**src/assert_macros.svh**
```systemverilog
// assertion macros shared by the framer rtl
`ifndef ASSERT_MACROS_SVH
`define ASSERT_MACROS_SVH
`ifndef SYNTH
// property must hold on every rising clock edge outside reset
`define ASSERT_CLK(lbl, clk, rst, prop) \
  lbl: assert property (@(posedge clk) disable iff (rst) (prop)) \
    else $error("framer assertion failed");
// expression must never be true outside reset
`define ASSERT_NEVER(lbl, clk, rst, expr) \
  lbl: assert property (@(posedge clk) disable iff (rst) !(expr)) \
    else $error("framer forbidden condition seen");
`else
`define ASSERT_CLK(lbl, clk, rst, prop)
`define ASSERT_NEVER(lbl, clk, rst, expr)
`endif
`endif

```
**src/sbf_pkg.sv**
```systemverilog
// types and constants of the sample block framer
package sbf_pkg;

  // input commands
  localparam logic [1:0] CMD_START  = 2'd0;
  localparam logic [1:0] CMD_CONT   = 2'd1;
  localparam logic [1:0] CMD_SAMPLE = 2'd2;

  // status codes
  localparam logic [1:0] ST_OK        = 2'd0;
  localparam logic [1:0] ST_BAD_ARG   = 2'd1;
  localparam logic [1:0] ST_TOO_LARGE = 2'd2;
  localparam logic [1:0] ST_ORDER     = 2'd3;

  // register indexes
  localparam logic CFG_LEN_FIELD  = 1'b0;
  localparam logic CFG_SAMPLE_DBL = 1'b1;

  // register reset values
  localparam logic [7:0] LEN_FIELD_RESET  = 8'd2;
  localparam logic       SAMPLE_DBL_RESET = 1'b1;

  // control byte pieces
  localparam logic [7:0] CTRL_START = 8'h06;
  localparam logic [7:0] CTRL_CONT  = 8'h05;
  localparam logic [7:0] CTRL_MULTI = 8'h80;

  // largest payload for a 2-byte length field
  localparam logic [35:0] MAX_LEN16 = 36'h0_0000_FFFF;

  // byte image of the longest item
  localparam int IMG_BYTES = 27;
  localparam int IMG_W     = IMG_BYTES * 8;
  localparam int CNT_W     = 5;

  // one queued word group: bytes to send, lowest first
  typedef struct packed {
    logic [IMG_W-1:0] image;
    logic [CNT_W-1:0] nbytes;
    logic             frame_last;
    logic [1:0]       status;
  } job_t;

endpackage

```
**src/sample_block_framer_core.sv**
```systemverilog
// sample block framer top level: front end, queue and byte serializer
// an accepted item is written into the queue, then loaded into the byte serializer
// throughput: one output byte per cycle while m_tready is high, from the byte image shift register;
//   a header gives 5 to 27 bytes, a sample 4 or 8, an error item one byte
// input items are taken each cycle while the image queue has room
// reset (rst, synchronous): no frame open, queue empty, registers to defaults
module sample_block_framer_core
  import sbf_pkg::*;
#(
  parameter int QUEUE_DEPTH = 2
) (
  input  logic         clk,
  input  logic         rst,
  // configuration writes
  input  logic         cfg_wr_en,
  input  logic         cfg_index,
  input  logic [7:0]   cfg_data,
  // input items
  input  logic         s_tvalid,
  output logic         s_tready,
  input  logic [239:0] s_tdata,  // channel, sample_count, start_time_ns, rate_bits, sample_bits
  input  logic [1:0]   s_tuser,  // cmd
  // output bytes
  output logic         m_tvalid,
  input  logic         m_tready,
  output logic [7:0]   m_tdata,  // out_byte
  output logic         m_tlast,  // item_last
  output logic [2:0]   m_tuser   // frame_last, status
);

  logic accept;
  logic full;
  logic empty;
  logic pop;
  job_t push_job;
  job_t head;

  assign s_tready = !full;
  assign accept   = s_tvalid && s_tready;

  // classify and build images
  sbf_front u_front (
    .clk           (clk),
    .rst           (rst),
    .cfg_wr_en     (cfg_wr_en),
    .cfg_index     (cfg_index),
    .cfg_data      (cfg_data),
    .accept        (accept),
    .cmd           (s_tuser),
    .channel       (s_tdata[15:0]),
    .sample_count  (s_tdata[47:16]),
    .start_time_ns (s_tdata[111:48]),
    .rate_bits     (s_tdata[175:112]),
    .sample_bits   (s_tdata[239:176]),
    .job           (push_job)
  );

  // decoupling queue
  sbf_fifo #(
    .DEPTH (QUEUE_DEPTH)
  ) u_fifo (
    .clk      (clk),
    .rst      (rst),
    .push     (accept),
    .push_job (push_job),
    .pop      (pop),
    .head     (head),
    .full     (full),
    .empty    (empty)
  );

  // byte serializer
  sbf_back u_back (
    .clk      (clk),
    .rst      (rst),
    .head     (head),
    .empty    (empty),
    .pop      (pop),
    .m_tvalid (m_tvalid),
    .m_tready (m_tready),
    .m_tdata  (m_tdata),
    .m_tlast  (m_tlast),
    .m_tuser  (m_tuser)
  );

endmodule

```
**src/sbf_front.sv**
```systemverilog
// front end: classifies items, tracks the open frame, builds byte images
module sbf_front
  import sbf_pkg::*;
(
  input  logic         clk,
  input  logic         rst,
  input  logic         cfg_wr_en,
  input  logic         cfg_index,
  input  logic [7:0]   cfg_data,
  input  logic         accept,
  input  logic [1:0]   cmd,
  input  logic [15:0]  channel,
  input  logic [31:0]  sample_count,
  input  logic [63:0]  start_time_ns,
  input  logic [63:0]  rate_bits,
  input  logic [63:0]  sample_bits,
  output job_t         job
);

  logic [7:0]  length_field_bytes;
  logic        sample_is_double;
  logic        frame_open;
  logic        frame_open_next;
  logic [31:0] samples_left;
  logic [31:0] samples_left_next;
  logic        frame_dbl;
  logic        frame_dbl_next;

  logic          is_hdr;
  logic          start;
  logic          multi;
  logic          lfb2;
  logic          lfb4;
  logic [35:0]   payload;
  logic [35:0]   sample_bytes;
  logic          too_large;
  logic [7:0]    ctrl;
  logic [159:0]  tail;

  // configuration registers
  always_ff @(posedge clk) begin
    if (rst) begin
      length_field_bytes <= LEN_FIELD_RESET;
      sample_is_double   <= SAMPLE_DBL_RESET;
    end else if (cfg_wr_en) begin
      case (cfg_index)
        CFG_LEN_FIELD:  length_field_bytes <= cfg_data;
        CFG_SAMPLE_DBL: sample_is_double   <= cfg_data[0];
        default: ;
      endcase
    end
  end

  // header decode and payload length
  always_comb begin
    is_hdr       = (cmd == CMD_START) || (cmd == CMD_CONT);
    start        = (cmd == CMD_START);
    multi        = (sample_count > 32'd1);
    lfb2         = (length_field_bytes == 8'd2);
    lfb4         = (length_field_bytes == 8'd4);
    sample_bytes = sample_is_double ? {1'b0, sample_count, 3'b000}
                                    : {2'b00, sample_count, 2'b00};
    payload      = 36'd1 + (start ? 36'd16 : 36'd0) + (multi ? 36'd4 : 36'd0)
                   + sample_bytes;
    too_large    = lfb4 ? (payload[35:32] != 4'd0) : (payload > MAX_LEN16);
    ctrl         = (start ? CTRL_START : CTRL_CONT) | (multi ? CTRL_MULTI : 8'h00);
    if (start) begin
      tail = {(multi ? sample_count : 32'd0), rate_bits, start_time_ns};
    end else begin
      tail = {128'd0, (multi ? sample_count : 32'd0)};
    end
  end

  // classification and next frame state
  always_comb begin
    job.image         = '0;
    job.nbytes        = CNT_W'(1);
    job.frame_last    = 1'b0;
    job.status        = ST_OK;
    frame_open_next   = frame_open;
    samples_left_next = samples_left;
    frame_dbl_next    = frame_dbl;
    if (is_hdr) begin
      if (frame_open) begin
        job.status = ST_ORDER;
      end else if (sample_count == 32'd0 || !(lfb2 || lfb4)) begin
        job.status = ST_BAD_ARG;
      end else if (too_large) begin
        job.status = ST_TOO_LARGE;
      end else begin
        if (lfb4) begin
          job.image = {tail, ctrl, payload[31:0], channel};
        end else begin
          job.image = {16'd0, tail, ctrl, payload[15:0], channel};
        end
        job.nbytes = CNT_W'(5) + (lfb4 ? CNT_W'(2) : CNT_W'(0))
                   + (start ? CNT_W'(16) : CNT_W'(0))
                   + (multi ? CNT_W'(4) : CNT_W'(0));
        frame_open_next   = 1'b1;
        samples_left_next = sample_count;
        frame_dbl_next    = sample_is_double;
      end
    end else if (cmd == CMD_SAMPLE && frame_open) begin
      job.image         = {{(IMG_W-64){1'b0}}, sample_bits};
      job.nbytes        = frame_dbl ? CNT_W'(8) : CNT_W'(4);
      job.frame_last    = (samples_left == 32'd1);
      samples_left_next = samples_left - 32'd1;
      frame_open_next   = (samples_left != 32'd1);
    end else begin
      job.status = ST_ORDER;
    end
  end

  // frame state
  always_ff @(posedge clk) begin
    if (rst) begin
      frame_open   <= 1'b0;
      samples_left <= 32'd0;
      frame_dbl    <= 1'b1;
    end else if (accept) begin
      frame_open   <= frame_open_next;
      samples_left <= samples_left_next;
      frame_dbl    <= frame_dbl_next;
    end
  end

endmodule

```
**src/sbf_fifo.sv**
```systemverilog
// short queue of byte images between front and back
module sbf_fifo
  import sbf_pkg::*;
#(
  parameter int DEPTH = 2
) (
  input  logic clk,
  input  logic rst,
  input  logic push,
  input  job_t push_job,
  input  logic pop,
  output job_t head,
  output logic full,
  output logic empty
);

`include "assert_macros.svh"

  localparam int AW = (DEPTH > 1) ? $clog2(DEPTH) : 1;
  localparam int CW = $clog2(DEPTH + 1);

  job_t          entries [DEPTH];
  logic [AW-1:0] wr_ptr;
  logic [AW-1:0] rd_ptr;
  logic [CW-1:0] count;

  assign full  = (count == CW'(DEPTH));
  assign empty = (count == CW'(0));
  assign head  = entries[rd_ptr];

  // storage
  always_ff @(posedge clk) begin
    if (push) begin
      entries[wr_ptr] <= push_job;
    end
  end

  // pointers and fill count
  always_ff @(posedge clk) begin
    if (rst) begin
      wr_ptr <= '0;
      rd_ptr <= '0;
      count  <= '0;
    end else begin
      if (push) begin
        wr_ptr <= (wr_ptr == AW'(DEPTH - 1)) ? '0 : wr_ptr + AW'(1);
      end
      if (pop) begin
        rd_ptr <= (rd_ptr == AW'(DEPTH - 1)) ? '0 : rd_ptr + AW'(1);
      end
      if (push && !pop) begin
        count <= count + CW'(1);
      end else if (pop && !push) begin
        count <= count - CW'(1);
      end
    end
  end

  `ASSERT_NEVER(a_fifo_overfill, clk, rst, count > CW'(DEPTH))
  `ASSERT_NEVER(a_fifo_pop_empty, clk, rst, pop && empty)
  `ASSERT_CLK(a_fifo_grow, clk, rst, (push && !pop) |=> (count == $past(count) + CW'(1)))

endmodule

```
**src/sbf_back.sv**
```systemverilog
// back end: shifts byte images out one byte per cycle while m_tready is high
module sbf_back
  import sbf_pkg::*;
(
  input  logic       clk,
  input  logic       rst,
  input  job_t       head,
  input  logic       empty,
  output logic       pop,
  output logic       m_tvalid,
  input  logic       m_tready,
  output logic [7:0] m_tdata,
  output logic       m_tlast,
  output logic [2:0] m_tuser
);

`include "assert_macros.svh"

  logic             busy;
  logic [IMG_W-1:0] image;
  logic [CNT_W-1:0] cnt;
  logic             frame_last;
  logic [1:0]       status;
  logic             last_byte;
  logic             free;

  assign last_byte = (cnt == CNT_W'(1));
  assign free      = !busy || (m_tready && last_byte);
  assign pop       = free && !empty;

  assign m_tvalid = busy;
  assign m_tdata  = image[7:0];
  assign m_tlast  = last_byte;
  assign m_tuser  = {status, frame_last && last_byte};

  // control: load from queue, advance one byte, or go idle
  always_ff @(posedge clk) begin
    if (rst) begin
      busy <= 1'b0;
      cnt  <= '0;
    end else if (pop) begin
      busy <= 1'b1;
      cnt  <= head.nbytes;
    end else if (free) begin
      busy <= 1'b0;
    end else if (m_tready) begin
      cnt <= cnt - CNT_W'(1);
    end
  end

  // byte image shift register
  always_ff @(posedge clk) begin
    if (pop) begin
      image      <= head.image;
      frame_last <= head.frame_last;
      status     <= head.status;
    end else if (busy && m_tready) begin
      image <= image >> 8;
    end
  end

  `ASSERT_CLK(a_back_cnt_live, clk, rst, busy |-> (cnt != CNT_W'(0)))
  `ASSERT_CLK(a_back_step, clk, rst,
    (busy && m_tready && !last_byte) |=> (busy && cnt == $past(cnt) - CNT_W'(1)))
  `ASSERT_CLK(a_back_frame_end, clk, rst, (m_tvalid && m_tuser[0]) |-> m_tlast)

endmodule

```
**config.mk**
```make
export PLATFORM = sky130hd
export DESIGN_NAME = sample_block_framer_core
export DESIGN_NICKNAME = d
export VERILOG_FILES = /design/src/sbf_pkg.sv /design/src/sample_block_framer_core.sv /design/src/sbf_front.sv /design/src/sbf_fifo.sv /design/src/sbf_back.sv
export VERILOG_INCLUDE_DIRS = /design/src /design/src/src
export SDC_FILE = /design/constraint.sdc
export NUM_CORES = 1
export LEC_CHECK = 0
export ABC_AREA = 1
export BUFFER_PORTS_ARGS = -buffer_cell sky130_fd_sc_hd__buf_4
export CORE_MARGIN = 1.5
export CORE_UTILIZATION = 55
export CTS_CLUSTER_DIAMETER = 40
export DETAILED_ROUTE_END_ITERATION = 12
export GPL_TIMING_DRIVEN = 0
export PLACE_DENSITY = 0.74
export SYNTH_ARGS = -nofsm -noshare
export SYNTH_HDL_FRONTEND = slang
export SYNTH_HIERARCHICAL = 1
export SYNTH_SLANG_ARGS = --single-unit
export TNS_END_PERCENT = 1
```
**constraint.sdc**
```tcl
create_clock -name clk -period 23.5 [get_ports clk]
set_input_delay 7.05 -clock clk [delete_from_list [all_inputs] [get_ports clk]]
set_output_delay 7.05 -clock clk [all_outputs]
set_load 0.01 [all_outputs]
```
==> results of run 1 <==
## per-stage QoR
| stage | setup slack [ns] | instance area (µm²) | TNS (ns) | utilization (%) |
|---|---|---|---|---|
| floorplan | 4.88 | 35400 | 0 | - |
| global placement | -5.40 | 38500 | -243.46 | 60.7 |
| detailed placement | 10.99 | 38900 | 0 | 61.4 |
| CTS | 11.61 | 42500 | 0 | 67.2 |
| global route | 11.32 | 42500 | 0 | 67.2 |
| finish | 11.32 | 42500 | 0 | 67.2 |
## worst max-delay path, stage by stage
cell and delay (ns):
buf_4 0.15, nor2_1 0.53, clkbuf_1 0.78, clkbuf_1 0.72, ha_1 0.33, a21oi_1 0.06
nor2_1 0.24, nand2_1 0.29, nor2_4 0.22, nand2_1 0.08, nand2_1 0.06, nand2_1 0.13
nor2_1 0.13, nand2_1 0.09, nor2_1 0.12, nand3_2 0.17, nand2_2 0.14, nand2_4 0.15
inv_2 0.21, buf_2 0.46, nand2_1 0.14, nand2_1 0.34
## layer usage
| layer | track usage [%] | share of wire [%] |
|---|---|---|
| met1 | 45.6 | 39 |
| met2 | 51.6 | 45 |
| met3 | 6.55 | 11 |
| met4 | 13.7 | 4.3 |
| met5 | 0 | 0 |
## final cells by class
type	instances	area [µm²]	area share, %
clock buffers	116	2740	6.45
clock inverters	83	892	2.10
multi-input cells	2312	12500	29.4
well taps	846	1060	2.49
flip-flops and latches	721	21100	49.6
plain buffers	186	1190	2.81
repair buffers	286	2420	5.70
inverters	162	616	1.45
## state kept, by name (all words and copies together), names as in the netlist, named ones only
| register | cells |
|---|---|
| u_back/cnt | 5 |
| u_back/frame_last | 1 |
| u_back/image | 216 |
| u_back/m_tvalid | 1 |
| u_back/status | 2 |
| u_fifo/count | 2 |
| u_fifo/entries | 448 |
| u_fifo/rd_ptr | 1 |
| u_fifo/wr_ptr | 1 |
| u_front/frame_dbl | 1 |
| u_front/frame_open | 1 |
| u_front/length_field_bytes | 8 |
| u_front/sample_is_double | 1 |
| u_front/samples_left | 32 |
## power by group through the flow
stage,logic (mW),registers [mW],clock network [mW]
after detailed placement,1.42,2.02,0
after global routing,1.55,2.03,1.66
final,1.44,2.00,1.60
after global placement,1.31,2.29,0
after floorplan,0.924,2.16,0
after CTS,1.43,2.00,1.61
## cell usage after synthesis (13+ instances only)
| master | number | share of area [%] |
|---|---|---|
| dfxtp_1 | 54 | 3.1 |
| a21oi_2 | 86 | 2.1 |
| xor2_1 | 16 | 0.40 |
| buf_6 | 37 | 1.2 |
| xnor2_1 | 13 | 0.32 |
| clkbuf_1 | 75 | 0.80 |
| edfxtp_1 | 667 | 57 |
| mux2_4 | 160 | 6.8 |
| nor3_1 | 33 | 0.47 |
| nand3_1 | 166 | 2.3 |
| buf_2 | 24 | 0.34 |
| nor2_1 | 294 | 3.1 |
| nand2_1 | 1175 | 12 |
| o21ai_0 | 129 | 1.8 |
| a21oi_1 | 59 | 0.83 |
| mux2_2 | 64 | 2.0 |
| buf_4 | 50 | 1.1 |
| inv_1 | 151 | 1.6 |
## cells by family after synthesis
group	count (synthesis)	synth area share (%)
mux	228	8.94
other cells	1	0.0106
xor+xnor	29	0.718
fa+ha+maj	9	0.318
compound gates	313	5.57
flops	721	59.7
buf+inv	348	5.09
simple gates	1732	19.7
## how the worst max path moves through the flow
stage | start | endpoint | depth (start not counted)
floorplan | u_fifo/count[0] | u_back/cnt[0] | 7
global placement | u_fifo/count[0] | u_back/cnt[0] | 7
detailed placement | s_tuser[0] | u_fifo/entries[0][18] | 22
CTS | s_tuser[0] | u_fifo/entries[1][18] | 22
global route | s_tuser[0] | u_fifo/entries[0][19] | 22
finish | s_tuser[0] | u_fifo/entries[1][18] | 22
==> flow_metrics.env, run 1 <==
export IMPL_status="completed"
export IMPL_avgViaCountPerCell=5.79
export IMPL_p_int_mw=3.43
export IMPL_p_switching_mw=1.61
export IMPL_totalPowerFinal_mw=5.04
export IMPL_hold_violations=0
export IMPL_grt_pass1_vias=26240
export IMPL_cp_start_kind="input port"
export IMPL_htreeDepth=3
export IMPL_firstDrtPassIters=9
export IMPL_numPortBuffers=268
export IMPL_fin_skew_ns=0.0207
export IMPL_instances_no_fill=4712
export IMPL_sw_frac_of_total_pct=31.9
export IMPL_final_cell_mix="nand2_1 (1,175), edfxtp_1 (667), buf_4 (318)"
export IMPL_n_fill_cell=4818
export IMPL_r2r_worst_path_cells=22
export IMPL_rr_startpoint="u_front/sample_is_double"
export IMPL_die_w_um=257
export IMPL_numCtsBuffers=105
export IMPL_dp_cells=4513
export IMPL_hold_end="u_back/cnt[4]"
export IMPL_clockBufferDepth=3
export IMPL_die_h_um=257
export IMPL_dp_final_hpwl_um=80100
export IMPL_overflow=0
export IMPL_yosys_warnings=6
export IMPL_syn_cell_area_mm2=0.0354
export IMPL_wirelength_um=111000
export IMPL_cts_tree="done"
export IMPL_rr_endpoint="u_fifo/entries[1][18]"
export IMPL_relSlewSlack_pct=23.1
export IMPL_nNetsFinal=4039
export IMPL_leakagePower_nw=17.2
export IMPL_fmax_mhz=82.1
export IMPL_fp_coreArea_mm2=0.0633
export IMPL_pwr_share_clk_pct=31.7
export IMPL_tightest_slew_ns=1.15
export IMPL_rows=92
export IMPL_grt_max_degree=122
export IMPL_initial_core_util_pct=55.9
export IMPL_synth_edf_count=667
export IMPL_p_per_area_mw_per_mm2=118
export IMPL_final_common_cell="nand2_1"
export IMPL_ys_seq_elements=721
export IMPL_setup_viol=0
export IMPL_track_usage_pct=33.1
export IMPL_fin_crit_ns=12.18
export IMPL_crit_arrival_ns=12.62
export IMPL_syn2layout_area_growth_pct=20.2
export IMPL_period_share_pct=51.9
export IMPL_grt_antenna_before_repair=1
export IMPL_cp_max_fo=10
export IMPL_cts_root_buf="clkbuf_16"
export IMPL_insertedDiodeCount=0
export IMPL_pwr_share_seq_pct=39.7
export IMPL_pwr_share_comb_pct=28.6
export IMPL_min_path_cells=2
export IMPL_drtAntennaViolNets=0
export IMPL_worstSetupPathType="input port to flop"
export IMPL_cp_required_ns=23.93
export IMPL_slew_violations=0
export IMPL_via_count=27284
export IMPL_first_iter_violations=3634
export IMPL_r2r_slack_ns=18.74
export IMPL_min_path_type="flop to flop"
export IMPL_grt_pass1_wl_um=161000
export IMPL_die_area_mm2=0.0659
export IMPL_drc_errors=0
export IMPL_drive_above_1_share_pct=24.2
export IMPL_drt_wirelength_per_cell_um=23.5
export IMPL_avgSynthCellArea_um2=10.5
export IMPL_synth_seq_area_share_pct=59.7
export IMPL_ctsHoldBuffers=0
export IMPL_cts_sinks=721
export IMPL_fin_hold_ws_ns=0.502
export IMPL_endpoint_kind="flop"
export IMPL_io_pins=270
export IMPL_syn_num_nets=3646
export IMPL_cts_setup_buffers=0
export IMPL_rsz0062_at_grt="no"
export IMPL_synthDistinctLibCells=49
export IMPL_cts_clk_slew_worst_paths_ns=0.06
export IMPL_cts_resized=0
export IMPL_synthFlopType="edfxtp_1"
export IMPL_synth_cells=3381
export IMPL_synthArstFlopShare_pct=0
export IMPL_ir_drop_uv=68.0
export IMPL_clk_latency_ns=0.67
export IMPL_gp_congestion=1.00
export IMPL_drv_cap=0
export IMPL_hp_start="u_back/cnt[4]"
No activity file was read; power rests on OpenSTA's default activity.
==> inputs of run 2 (changes only) <==
==> constraint.sdc (replaced) <==
create_clock -name clk -period 12.43 [get_ports clk]
set_input_delay 3.729 -clock clk [delete_from_list [all_inputs] [get_ports clk]]
set_output_delay 3.729 -clock clk [all_outputs]
set_load 0.01 [all_outputs]
==> run 2 against run 1 <==
Count of clock-buffer cells in the layout is 11 lower. Sequential cell count is the same. Clock power increased by 88%. Worst hold slack worse by 0.016 ns. Highest routed layer unchanged. Critical path type unchanged.
==> flow_metrics.env, run 2 (synthesis results as in run 1) <==
export IMPL_drc_errors=0
export IMPL_clockBufferDepth=3
export IMPL_first_iter_violations=3683
export IMPL_numCtsBuffers=101
export IMPL_nNetsFinal=4034
export IMPL_grt_antenna_before_repair=2
export IMPL_numPortBuffers=268
export IMPL_dp_final_hpwl_um=79200
export IMPL_min_path_type="flop to flop"
export IMPL_fmax_mhz=119
export IMPL_final_common_cell="nand2_1"
export IMPL_die_area_mm2=0.0659
export IMPL_hold_violations=0
export IMPL_via_count=27353
export IMPL_ctsHoldBuffers=0
export IMPL_p_per_area_mw_per_mm2=223
export IMPL_overflow=0
export IMPL_fin_hold_ws_ns=0.486
export IMPL_cp_required_ns=12.92
export IMPL_top_register="u_fifo/entries"
export IMPL_instances_no_fill=4703
export IMPL_ir_drop_uv=120
export IMPL_n_fill_cell=4728
export IMPL_grt_max_degree=115
export IMPL_cts_resized=0
export IMPL_endpoint_kind="flop"
export IMPL_drt_wirelength_per_cell_um=23.2
export IMPL_largest_reg_flops=448
export IMPL_cts_clk_slew_worst_paths_ns=0.06
export IMPL_slew_violations=0
export IMPL_cts_tree="done"
export IMPL_initial_core_util_pct=55.9
export IMPL_avgViaCountPerCell=5.82
export IMPL_io_pins=270
export IMPL_cts_root_buf="clkbuf_16"
export IMPL_die_h_um=257
export IMPL_crit_arrival_ns=8.91
export IMPL_fp_coreArea_mm2=0.0633
export IMPL_cts_setup_buffers=0
export IMPL_clk_latency_ns=0.68
export IMPL_leakagePower_nw=17.2
export IMPL_drive_above_1_share_pct=24.0
export IMPL_relSlewSlack_pct=19.5
export IMPL_track_usage_pct=32.8
export IMPL_fin_crit_ns=8.42
export IMPL_cts_sinks=721
export IMPL_final_cell_mix="nand2_1 (1,175), edfxtp_1 (667), buf_4 (318)"
export IMPL_worstSetupPathType="input port to flop"
export IMPL_htreeDepth=3
export IMPL_status="completed"
export IMPL_rsz0062_at_grt="no"
export IMPL_rows=92
export IMPL_period_share_pct=67.7
export IMPL_reg_top3="u_fifo/entries x448, u_back/image x216, u_front/samples_left x32"
export IMPL_wirelength_um=109000
export IMPL_syn2layout_area_growth_pct=19.9
export IMPL_tightest_slew_ns=1.21
export IMPL_cp_start_kind="input port"
export IMPL_gp_congestion=1.02
export IMPL_setup_viol=0
export IMPL_drtAntennaViolNets=0
export IMPL_firstDrtPassIters=8
export IMPL_grt_pass1_vias=26338
export IMPL_grt_pass1_wl_um=159000
export IMPL_cp_max_fo=10
export IMPL_totalPowerFinal_mw=9.48
export IMPL_die_w_um=257
export IMPL_fin_skew_ns=0.0381
export IMPL_dp_cells=4512
export IMPL_drv_cap=0
-- run 2: stage by stage --
step | setup WS (ns) | setup TNS [ns] | instance area, µm² | utilization, %
final | 4.01 | 0 | 42400 | 67.0
after CTS | 4.28 | 0 | 42400 | 67.0
after global placement | -1.65 | -365.51 | 38500 | 60.7
after global routing | 3.92 | 0 | 42400 | 67.0
after detailed placement | 3.51 | 0 | 38800 | 61.3
after floorplan | 2.13 | 0 | 35400 | -
-- run 2: worst paths after layout --
check        slack, ns  cells after the start                    end                startpoint
max               4.01                     19  u_fifo/entries[1][19]                s_tuser[1]
min               0.49                      2     u_front/frame_open        u_front/frame_open
min reg2reg       0.49                      2     u_front/frame_open        u_front/frame_open
max reg2reg       8.03                     19  u_fifo/entries[1][19]  u_front/sample_is_double
-- run 2: power by group --
group	leakage (nW)	switching, mW	internal, mW
sequential	6.90	0.204	3.58
clock	1.72	1.15	1.85
combinational	8.54	1.66	1.03
total	17.2	3.01	6.47
-- run 2: layout make-up --
cell class              instances  area [µm²]  share of cell area (%)
flip-flops and latches        721       21100                    49.7
multi-input cells            2312       12500                    29.4
clock buffers                 105        2540                    5.99
repair buffers                285        2370                    5.60
plain buffers                 186        1190                    2.81
well taps                     846        1060                    2.49
clock inverters                85        1050                    2.47
inverters                     162         616                    1.45
diodes                          1        2.50                 0.00590
-- run 2: critical path, stage by stage --
cell and delay (ns):
buf_2 0.15, nor2_1 0.53, clkbuf_1 0.72, clkbuf_1 0.58
ha_1 0.43, a21oi_1 0.17, nor2_1 0.10, nand2_1 0.28
nor2_1 0.16, xnor2_1 0.37, nand2_1 0.10, nor2_1 0.14
nand3_2 0.17, nand2_2 0.13, nand2_4 0.14, inv_2 0.20
buf_2 0.45, nand2_1 0.11, nand2_1 0.23
-- run 2: layer usage --
layer / part of all wire, % / global-route usage [%] / up-vias
li1: - / - / 12242
met1: 38 / 43.7 / 12959
met2: 45 / 50.5 / 1833
met3: 13 / 8.13 / 319
met4: 4.9 / 15.6 / 0
met5: 0 / 0 / -
